==> src/sv/assert_macros.svh <==
// Assertion macros for the RTL of the tick block.
`ifndef ASSERT_MACROS_SVH
`define ASSERT_MACROS_SVH

// Same-cycle implication, held off during reset.
`define ASSERT_IMPLIES(label, clk, rst_n, ante, cons) \
    label: assert property (@(posedge clk) disable iff (!rst_n) (ante) |-> (cons)) \
        else $error("assertion failed: same-cycle implication");

// Next-cycle implication, held off during reset.
`define ASSERT_NEXT(label, clk, rst_n, ante, cons) \
    label: assert property (@(posedge clk) disable iff (!rst_n) (ante) |=> (cons)) \
        else $error("assertion failed: next-cycle implication");

`endif

==> src/sv/tlbi_pkg.sv <==
// Types and constants of the millisecond tick block.
package tlbi_pkg;

    localparam int unsigned CountWidth = 16;
    localparam int unsigned PowerWidth = 8;
    localparam int unsigned CfgIndexWidth = 2;
    localparam int unsigned CfgDataWidth = 16;

    localparam logic [CountWidth-1:0] CupMax = 16'hFFFF;
    localparam logic [PowerWidth-1:0] PowerMax = 8'hFF;

    localparam logic [CountWidth-1:0] MsWrapReset = 16'd1000;
    localparam logic [CountWidth-1:0] BlinkReset = 16'd499;
    localparam logic [PowerWidth-1:0] PresetReset = 8'd50;

    // configuration register indexes
    localparam logic [CfgIndexWidth-1:0] CFG_MS_WRAP_LIMIT = 2'd0;
    localparam logic [CfgIndexWidth-1:0] CFG_BLINK_ON_LIMIT = 2'd1;
    localparam logic [CfgIndexWidth-1:0] CFG_POWER_PRESET = 2'd2;

    // LED flag bit positions
    localparam int unsigned FLAG_RED_STEADY = 0;
    localparam int unsigned FLAG_RED_FLASH = 1;
    localparam int unsigned FLAG_GREEN_STEADY = 2;
    localparam int unsigned FLAG_GREEN_FLASH = 3;
    localparam int unsigned FLAG_BLUE_STEADY = 4;
    localparam int unsigned FLAG_BLUE_FLASH = 5;

    typedef struct packed {
        logic       one_cup_pin_n;
        logic       two_cup_pin_n;
        logic       power_pin_n;
        logic [5:0] led_flags;
        logic       clear_seconds;
        logic       clear_user_timer;
        logic       clear_one_cup;
        logic       clear_two_cup;
        logic       preset_power;
    } tlbi_in_t;

    typedef struct packed {
        logic                  red_led;
        logic                  green_led;
        logic                  blue_led;
        logic [CountWidth-1:0] one_cup_level;
        logic [CountWidth-1:0] two_cup_level;
        logic [PowerWidth-1:0] power_level;
        logic [CountWidth-1:0] seconds_now;
        logic [CountWidth-1:0] user_ms_now;
        logic [CountWidth-1:0] ms_now;
    } tlbi_out_t;

endpackage

==> src/sv/tick_led_blink_button_integrator_top.sv <==
// Millisecond tick block: time counters, LED drive and button integrators.
// An accepted input word passes the input register, then the result register.
// Throughput: one word per cycle while the result side does not stall; these two
// registers part the channels, and the counters update in one pass between them.
// Reset (rst_n low, asynchronous): all counters clear, config takes its
// reset values (wrap 1000, blink 499, preset 50), both stages empty.
`include "assert_macros.svh"

module tick_led_blink_button_integrator_top (
    input  logic                                clk,
    input  logic                                rst_n,
    input  logic                                in_valid,
    output logic                                in_stall,
    input  tlbi_pkg::tlbi_in_t                  in_word,
    output logic                                out_valid,
    input  logic                                out_stall,
    output tlbi_pkg::tlbi_out_t                 out_word,
    input  logic                                cfg_we,
    input  logic [tlbi_pkg::CfgIndexWidth-1:0]  cfg_index,
    input  logic [tlbi_pkg::CfgDataWidth-1:0]   cfg_data
);
    import tlbi_pkg::*;

    // configuration registers
    logic [CountWidth-1:0] ms_wrap_limit_reg;
    logic [CountWidth-1:0] blink_on_limit_reg;
    logic [PowerWidth-1:0] power_preset_reg;

    // tick state
    logic [CountWidth-1:0] ms_count_reg, ms_count_next;
    logic [CountWidth-1:0] sec_count_reg, sec_count_next;
    logic [CountWidth-1:0] user_ms_reg, user_ms_next;
    logic [CountWidth-1:0] one_cup_reg, one_cup_next;
    logic [CountWidth-1:0] two_cup_reg, two_cup_next;
    logic [PowerWidth-1:0] power_reg, power_next;

    // input stage and result stage
    logic      s1_valid_reg;
    tlbi_in_t  s1_word_reg;
    logic      out_valid_reg;
    tlbi_out_t out_word_reg;
    tlbi_out_t out_word_next;

    logic advance;

    // pre-tick values after the clear and preset requests
    logic [CountWidth-1:0] ms_pre, sec_pre, user_pre, one_pre, two_pre;
    logic [PowerWidth-1:0] power_pre;
    logic                  blink_phase;

    // Move the held word into the result register when that slot is free.
    assign advance   = s1_valid_reg && (!out_valid_reg || !out_stall);
    // Stall only when the input register is full and cannot drain.
    assign in_stall  = s1_valid_reg && !advance;
    assign out_valid = out_valid_reg;
    assign out_word  = out_word_reg;

    always_comb
    begin
        // apply requests before the tick
        ms_pre    = s1_word_reg.clear_seconds    ? '0 : ms_count_reg;
        sec_pre   = s1_word_reg.clear_seconds    ? '0 : sec_count_reg;
        user_pre  = s1_word_reg.clear_user_timer ? '0 : user_ms_reg;
        one_pre   = s1_word_reg.clear_one_cup    ? '0 : one_cup_reg;
        two_pre   = s1_word_reg.clear_two_cup    ? '0 : two_cup_reg;
        power_pre = s1_word_reg.preset_power     ? power_preset_reg : power_reg;

        // millisecond counter wraps once it reaches the limit, bumping seconds
        if (ms_pre < ms_wrap_limit_reg)
        begin
            ms_count_next  = ms_pre + 16'd1;
            sec_count_next = sec_pre;
        end
        else
        begin
            ms_count_next  = '0;
            sec_count_next = sec_pre + 16'd1;
        end
        user_ms_next = user_pre + 16'd1;

        // integrators: count up while pressed (pin low), down while released
        if (!s1_word_reg.one_cup_pin_n)
            one_cup_next = (one_pre == CupMax) ? one_pre : one_pre + 16'd1;
        else
            one_cup_next = (one_pre == '0) ? one_pre : one_pre - 16'd1;

        if (!s1_word_reg.two_cup_pin_n)
            two_cup_next = (two_pre == CupMax) ? two_pre : two_pre + 16'd1;
        else
            two_cup_next = (two_pre == '0) ? two_pre : two_pre - 16'd1;

        if (!s1_word_reg.power_pin_n)
            power_next = (power_pre == PowerMax) ? power_pre : power_pre + 8'd1;
        else
            power_next = (power_pre == '0) ? power_pre : power_pre - 8'd1;

        // blink phase uses the updated millisecond count
        blink_phase = ms_count_next < blink_on_limit_reg;

        out_word_next.red_led   = s1_word_reg.led_flags[FLAG_RED_STEADY]
            || (s1_word_reg.led_flags[FLAG_RED_FLASH] && blink_phase);
        out_word_next.green_led = s1_word_reg.led_flags[FLAG_GREEN_STEADY]
            || (s1_word_reg.led_flags[FLAG_GREEN_FLASH] && blink_phase);
        out_word_next.blue_led  = s1_word_reg.led_flags[FLAG_BLUE_STEADY]
            || (s1_word_reg.led_flags[FLAG_BLUE_FLASH] && blink_phase);
        out_word_next.one_cup_level = one_cup_next;
        out_word_next.two_cup_level = two_cup_next;
        out_word_next.power_level   = power_next;
        out_word_next.seconds_now   = sec_count_next;
        out_word_next.user_ms_now   = user_ms_next;
        out_word_next.ms_now        = ms_count_next;
    end

    // Control state, counters and configuration.
    always_ff @(posedge clk or negedge rst_n)
    begin
        if (!rst_n)
        begin
            s1_valid_reg       <= 1'b0;
            out_valid_reg      <= 1'b0;
            ms_wrap_limit_reg  <= MsWrapReset;
            blink_on_limit_reg <= BlinkReset;
            power_preset_reg   <= PresetReset;
            ms_count_reg       <= '0;
            sec_count_reg      <= '0;
            user_ms_reg        <= '0;
            one_cup_reg        <= '0;
            two_cup_reg        <= '0;
            power_reg          <= '0;
        end
        else
        begin
            // load a new word whenever the input register is empty or draining
            if (!in_stall)
                s1_valid_reg <= in_valid;

            if (advance)
                out_valid_reg <= 1'b1;
            else if (!out_stall)
                out_valid_reg <= 1'b0;

            if (advance)
            begin
                ms_count_reg  <= ms_count_next;
                sec_count_reg <= sec_count_next;
                user_ms_reg   <= user_ms_next;
                one_cup_reg   <= one_cup_next;
                two_cup_reg   <= two_cup_next;
                power_reg     <= power_next;
            end

            // unknown indexes drop the write
            if (cfg_we)
            begin
                case (cfg_index)
                    CFG_MS_WRAP_LIMIT:  ms_wrap_limit_reg  <= cfg_data;
                    CFG_BLINK_ON_LIMIT: blink_on_limit_reg <= cfg_data;
                    CFG_POWER_PRESET:   power_preset_reg   <= cfg_data[PowerWidth-1:0];
                    default:            ;
                endcase
            end
        end
    end

    // Payload registers: no reset.
    always_ff @(posedge clk)
    begin
        if (in_valid && !in_stall)
            s1_word_reg <= in_word;
        if (advance)
            out_word_reg <= out_word_next;
    end

    // A stall on input means both stages are full and the output is held.
    `ASSERT_IMPLIES(a_stall_cause, clk, rst_n, in_stall,
        s1_valid_reg && out_valid_reg && out_stall)
    // A word moved on always shows up as a valid result next cycle.
    `ASSERT_NEXT(a_advance_out, clk, rst_n, advance, out_valid_reg)
    // A shown result agrees with the counters it was taken from.
    `ASSERT_IMPLIES(a_out_state, clk, rst_n, out_valid_reg,
        out_word_reg.seconds_now == sec_count_reg && out_word_reg.ms_now == ms_count_reg)
    // Power integrator steps up by one while pressed below saturation.
    `ASSERT_NEXT(a_power_up, clk, rst_n,
        advance && !s1_word_reg.power_pin_n && !s1_word_reg.preset_power
            && power_reg != PowerMax,
        power_reg == $past(power_reg) + 8'd1)

endmodule

==> config.mk <==
export PLATFORM = sky130hd
export DESIGN_NAME = tick_led_blink_button_integrator_top
export DESIGN_NICKNAME = d
export VERILOG_FILES = /design/src/sv/tlbi_pkg.sv /design/src/sv/tick_led_blink_button_integrator_top.sv
export VERILOG_INCLUDE_DIRS = /design/src /design/src/sv
export SDC_FILE = /design/constraint.sdc
export NUM_CORES = 1
export LEC_CHECK = 0
export ABC_AREA = 1
export BUFFER_PORTS_ARGS = -buffer_cell sky130_fd_sc_hd__buf_2
export CAP_MARGIN = 5
export CORE_MARGIN = 2
export CORE_UTILIZATION = 60
export DETAILED_ROUTE_END_ITERATION = 16
export HOLD_SLACK_MARGIN = 0.03
export PLACE_DENSITY = 0.81
export SLEW_MARGIN = 0
export SYNTH_ARGS = -nofsm -noshare
export SYNTH_HDL_FRONTEND = slang
export SYNTH_SLANG_ARGS = --single-unit
==> constraint.sdc <==
create_clock -name clk -period 8.1 [get_ports clk]
set_input_delay 0.81 -clock clk [delete_from_list [all_inputs] [get_ports clk]]
set_output_delay 0.81 -clock clk [all_outputs]
set_load 0.005 [all_outputs]
# Word-level counts from Yosys, hierarchy flattened
# Index checks and enable logic that the tools add are counted.
# word_totals
regBits	235
out_inout_bits	93
elab_cells	86
# classes
addsub	9
n_lt_le_gt_ge	2
n_eq_ne	6
mux	19
reduce_logical	21
# op_table
operator	n
2-to-1 mux 16 bit	13
adder 16 x 1 -> 16 bit, second input constant	5
== test 16 bit, second input constant	2
logical NOT 16 bit	2
less-than comparator 16 bit	2
2-to-1 mux 8 bit	4
subtractor 16 x 1 -> 16 bit, second input constant	2
adder 8 x 1 -> 8 bit, second input constant	1
== test 8 bit, second input constant	1
logical NOT 8 bit	1
subtractor 8 x 1 -> 8 bit, second input constant	1
logical AND 1 bit	6
AND reduction 2 bit	3
logical NOT 1 bit	4
logical OR 1 bit	4
== test 2 x 1 -> 1 bit, second input constant	1
== test 2 bit, second input constant	1
logical NOT 2 bit	1
2-to-1 mux 1 bit	2
inequality test 2 x 1 -> 1 bit, second input constant	1

# Longest topological paths before layout
# logic_depth
depth_word	7
ltp_mapped	25

# Least setup slack after synthesis
# No wires, ideal clock.
# synth_path
kind	input -> register
from	in out_stall
to	reg out_word_reg (netlist bit out_word[0]) (enable)
setup_ps	491
arrival_time_ps	4235
required_ps	7609
slack_ps	3374
path_stages	5
n_path_buf	2
path_cell_list	nand2_1 -> inv_1 -> nor2_1 -> clkbuf_1 -> clkbuf_1
# synth_via
elab_chain_cells	3
# synth_lines
item	line	rtl
start: declaration	tick_led_blink_button_integrator_top.sv:16	input logic out_stall,
logical NOT 1 bit	-	
logical OR 1 bit	tick_led_blink_button_integrator_top.sv:52	assign advance = s1_valid_reg && (!out_valid_reg || !out_stall);
logical AND 1 bit	tick_led_blink_button_integrator_top.sv:52	
named net advance	tick_led_blink_button_integrator_top.sv:44	logic advance;
end signal: assignment	tick_led_blink_button_integrator_top.sv:171	out_word_reg <= out_word_next;
end: declaration	tick_led_blink_button_integrator_top.sv:41	tlbi_out_t out_word_reg;
# The timed path passes the listed nets, and every way through them passes these cells.
# A chain may end at the register's enable or synchronous reset.

==> metrics <==
status complete, no violations; hpwl dp 18.4 mm; crit path max fanout 23; Slew HR between 20% and 30%; Leakage between 6 and 7 nW; Max Slew Vio Count 0; ANT nets after route 0; H-Tree Depth 1; Max Used Layer met4; Final Hold Viols 0; Max-Cap Viols 0; length of routed met2 wiring roughly 12 mm; initial antenna violation count 0; largest net degree at the start of global routing 235; Worst Max-Slew Pin Slew between 1 and 1.5 ns; Crit. End Element flop; crit-path most repeated cell nand2_1; synthesized area per cell 8.81 sq um; Bufs and invs on worst path 2; Vias/cell about 5.3; PostCTS Resize Cnt 0; Worst path max stage delay approximately 0.75 ns; Num CTS Buffers 24; CORE AREA between 0.015 and 0.02 sq mm; largest area contributor in the netlist edfxtp_1; Setup Total Neg Slack 0 ns; Total GRT Usage 24.7%; Layout Cells excl Fill around 1.8k; Die Y around 150 um; vias in the first global route about 9.1k; Synth Instances between 1k and 1.5k; Area after DPL between 0.01 and 0.015 sq mm; worst endpoint required time between 8 and 9 ns; insertion delay to the later sink of the worst-skew pair 0.52 ns; grt total ovfl 0; Initial Util between 60% and 70%; critical-path cell list inv_2 -> nand2_1 -> inv_1 -> ha_1 -> nand2_1 -> nor2_1 -> nand2_1 -> nor2_1 -> nand2_1 -> nor2_1 -> nand2_1 -> nor3_1 -> nand2_1 -> o21ai_0 -> a21oi_1 -> ha_1 -> nand4_1 -> nor3_1 -> nand2_1 -> nand3_1 -> nand2_1; # DRC 0; synthesized cell area around 0.012 sq mm; Pwr Density 270 mW/mm^2; largest buffer count on any clock path 3; RSZ-0062 raised after global routing no; Post-synth EDFFs 105; CTS tree done; Synth top area share between 20% and 30%; GPL Wtd Cong approximately 0.94; number of post-CTS setup repair buffers 0; metal3 WL ~1.3 mm; max FFs per register 91; die width roughly 150 um; TritonRoute pass-1 iters 5; CP arrival 4.32 ns; CP max stage cell edfxtp_1; sequential share of the synthesized area 53.0%; DRC marker count from the first detailed-route iteration 704; fraction of layout cells with a size suffix above 1 roughly 16%; Max VDD drop 0.000219 V; Hold Buf Count CTS 0; layout net count 1572; # diodes 0; minimum clock period 4.04 ns; ys flop type dfrtp_1; placed instance count ~1.7k; FP Rows between 50 and 60; WL met1 roughly 12 mm; Worst Setup Path Type reg -> reg; f_max 247 MHz; endpoints failing setup 0; IO Count 130; Clock transition at path regs ~0.060 ns; top cells by area, synth edfxtp_1 (26%), dfrtp_1 (24%), nand2_1 (9.9%); Hold WC Path Type in -> async; IO Port Bufs 129; Post-synth ARST share 55.3%; Synth Register Bits between 200 and 250; CTS Root Cell clkbuf_16; routed len/inst approximately 15 um; Yosys warnings 0; vias approximately 9.4k; flop2flop setup slack 4.06 ns; final setup skew between 0.01 and 0.015 ns; largest delay contributor family on the critical path simple AND/OR/NAND/NOR gates; Die Area around 0.021 sq mm; syn_nets about 1.5k; first-pass GRT wire length around 44 mm; part of the cycle the worst path needs roughly half; post-route design area about 0.014 sq mm; startpoint types flop; CTS sink cnt 235; unique cell type count in the Yosys netlist 44; Routed WL approximately 26 mm; synth-to-layout area growth 14.1%
path summary, 6_finish.rpt:
| kind | endpoint | depth (start not counted) | start |
|---|---|---|---|
| worst min-delay path | power_reg[6] | 1 | rst_n |
| min in group clk | s1_word_reg[12] | 1 | in_word[12] |
| worst max register to register | out_word[89] | 21 | s1_word_reg[4] |
| worst max-delay path | out_word[89] | 21 | s1_word_reg[4] |
| worst min register to register | power_preset_reg[7] | 2 | power_preset_reg[7] |
| max in group asynchronous | user_ms_reg[8] | 2 | rst_n |
per-stage QoR:
| step | hold WS (ns) | worst slack, ns | power [W] | util (%) |
|---|---|---|---|---|
| 6_report | 0.348 | 4.06 | 0.00373 | 70.3 |
| 5_1_grt | 0.395 | 3.66 | 0.00395 | 70.3 |
| 4_1_cts | 0.375 | 4.10 | 0.00375 | 70.3 |
| 3_5_place_dp | 0.467 | 4.18 | 0.00255 | 65.9 |
| 3_3_place_gp | 0.461 | 4.30 | 0.00252 | 65.9 |
| 2_1_floorplan | 0.434 | 3.37 | 0.00227 | - |
placed cells by master, fill, tap and decap left out, types with 3 or more instances in the layout:
cell and n:
nor4_1 7, o22ai_1 6, nand4_1 16, nand2_1 319, inv_1 186, xor2_1 62
nor3_2 10, nand3_1 49, o21ai_1 14, nor3_1 26, o21a_1 3, a21oi_1 28
or2_2 6, clkinv_2 3, xnor2_1 9, nor2_2 15, dfrtp_1 114, nor3b_1 3
o21ai_0 121, nand2_2 5, clkbuf_16 25, clkinv_1 4, ha_1 41, nor2_1 140
bufinv_16 5, a31oi_1 4, inv_2 10, dfstp_2 16, o211ai_1 3, buf_2 128
edfxtp_1 105
logic make-up after synthesis:
logic type	share of synthesized area, %
DFF	53.0
and+or+nand+nor	21.8
xor gates and xnor gates	5.13
buffers and inverters	7.49
adders and majority gates	4.23
AOI/OAI and AO/OA	8.35
cell usage after synthesis (16+ instances only):
cell      count
nand3_1      49
nand2_1     319
clkbuf_1     26
ha_1         41
nor2_1      141
inv_1       186
a21oi_1      28
edfxtp_1    105
dfstp_2      16
xor2_1       62
nand4_1      16
dfrtp_1     114
o21ai_0     121
nor3_1       26
final cells by class:
type,count,area (sq um)
Sequential cell,235,6430
Fill cell,1550,5830
Multi-Input combinational cell,906,4790
Inverter,196,736
Timing Repair Buffer,131,676
Clock buffer,29,661
Tap cell,265,332
Clock inverter,15,204
routing by layer:
| metal | global-route usage, % | vias to the layer above |
|---|---|---|
| li1 | - | 4698 |
| met1 | 34.9 | 4387 |
| met2 | 41.2 | 242 |
| met3 | 3.16 | 38 |
| met4 | 5.83 | 0 |
| met5 | 0 | - |
power by group:
group | switching (W) | total (W) | internal [W]
Clock | 0.000452 | 0.00119 | 0.000739
Combinational | 0.000617 | 0.000929 | 0.000312
Sequential | 0.0000941 | 0.00161 | 0.00152
Total | 0.00116 | 0.00373 | 0.00257
(Power assumes the default switching activity.)
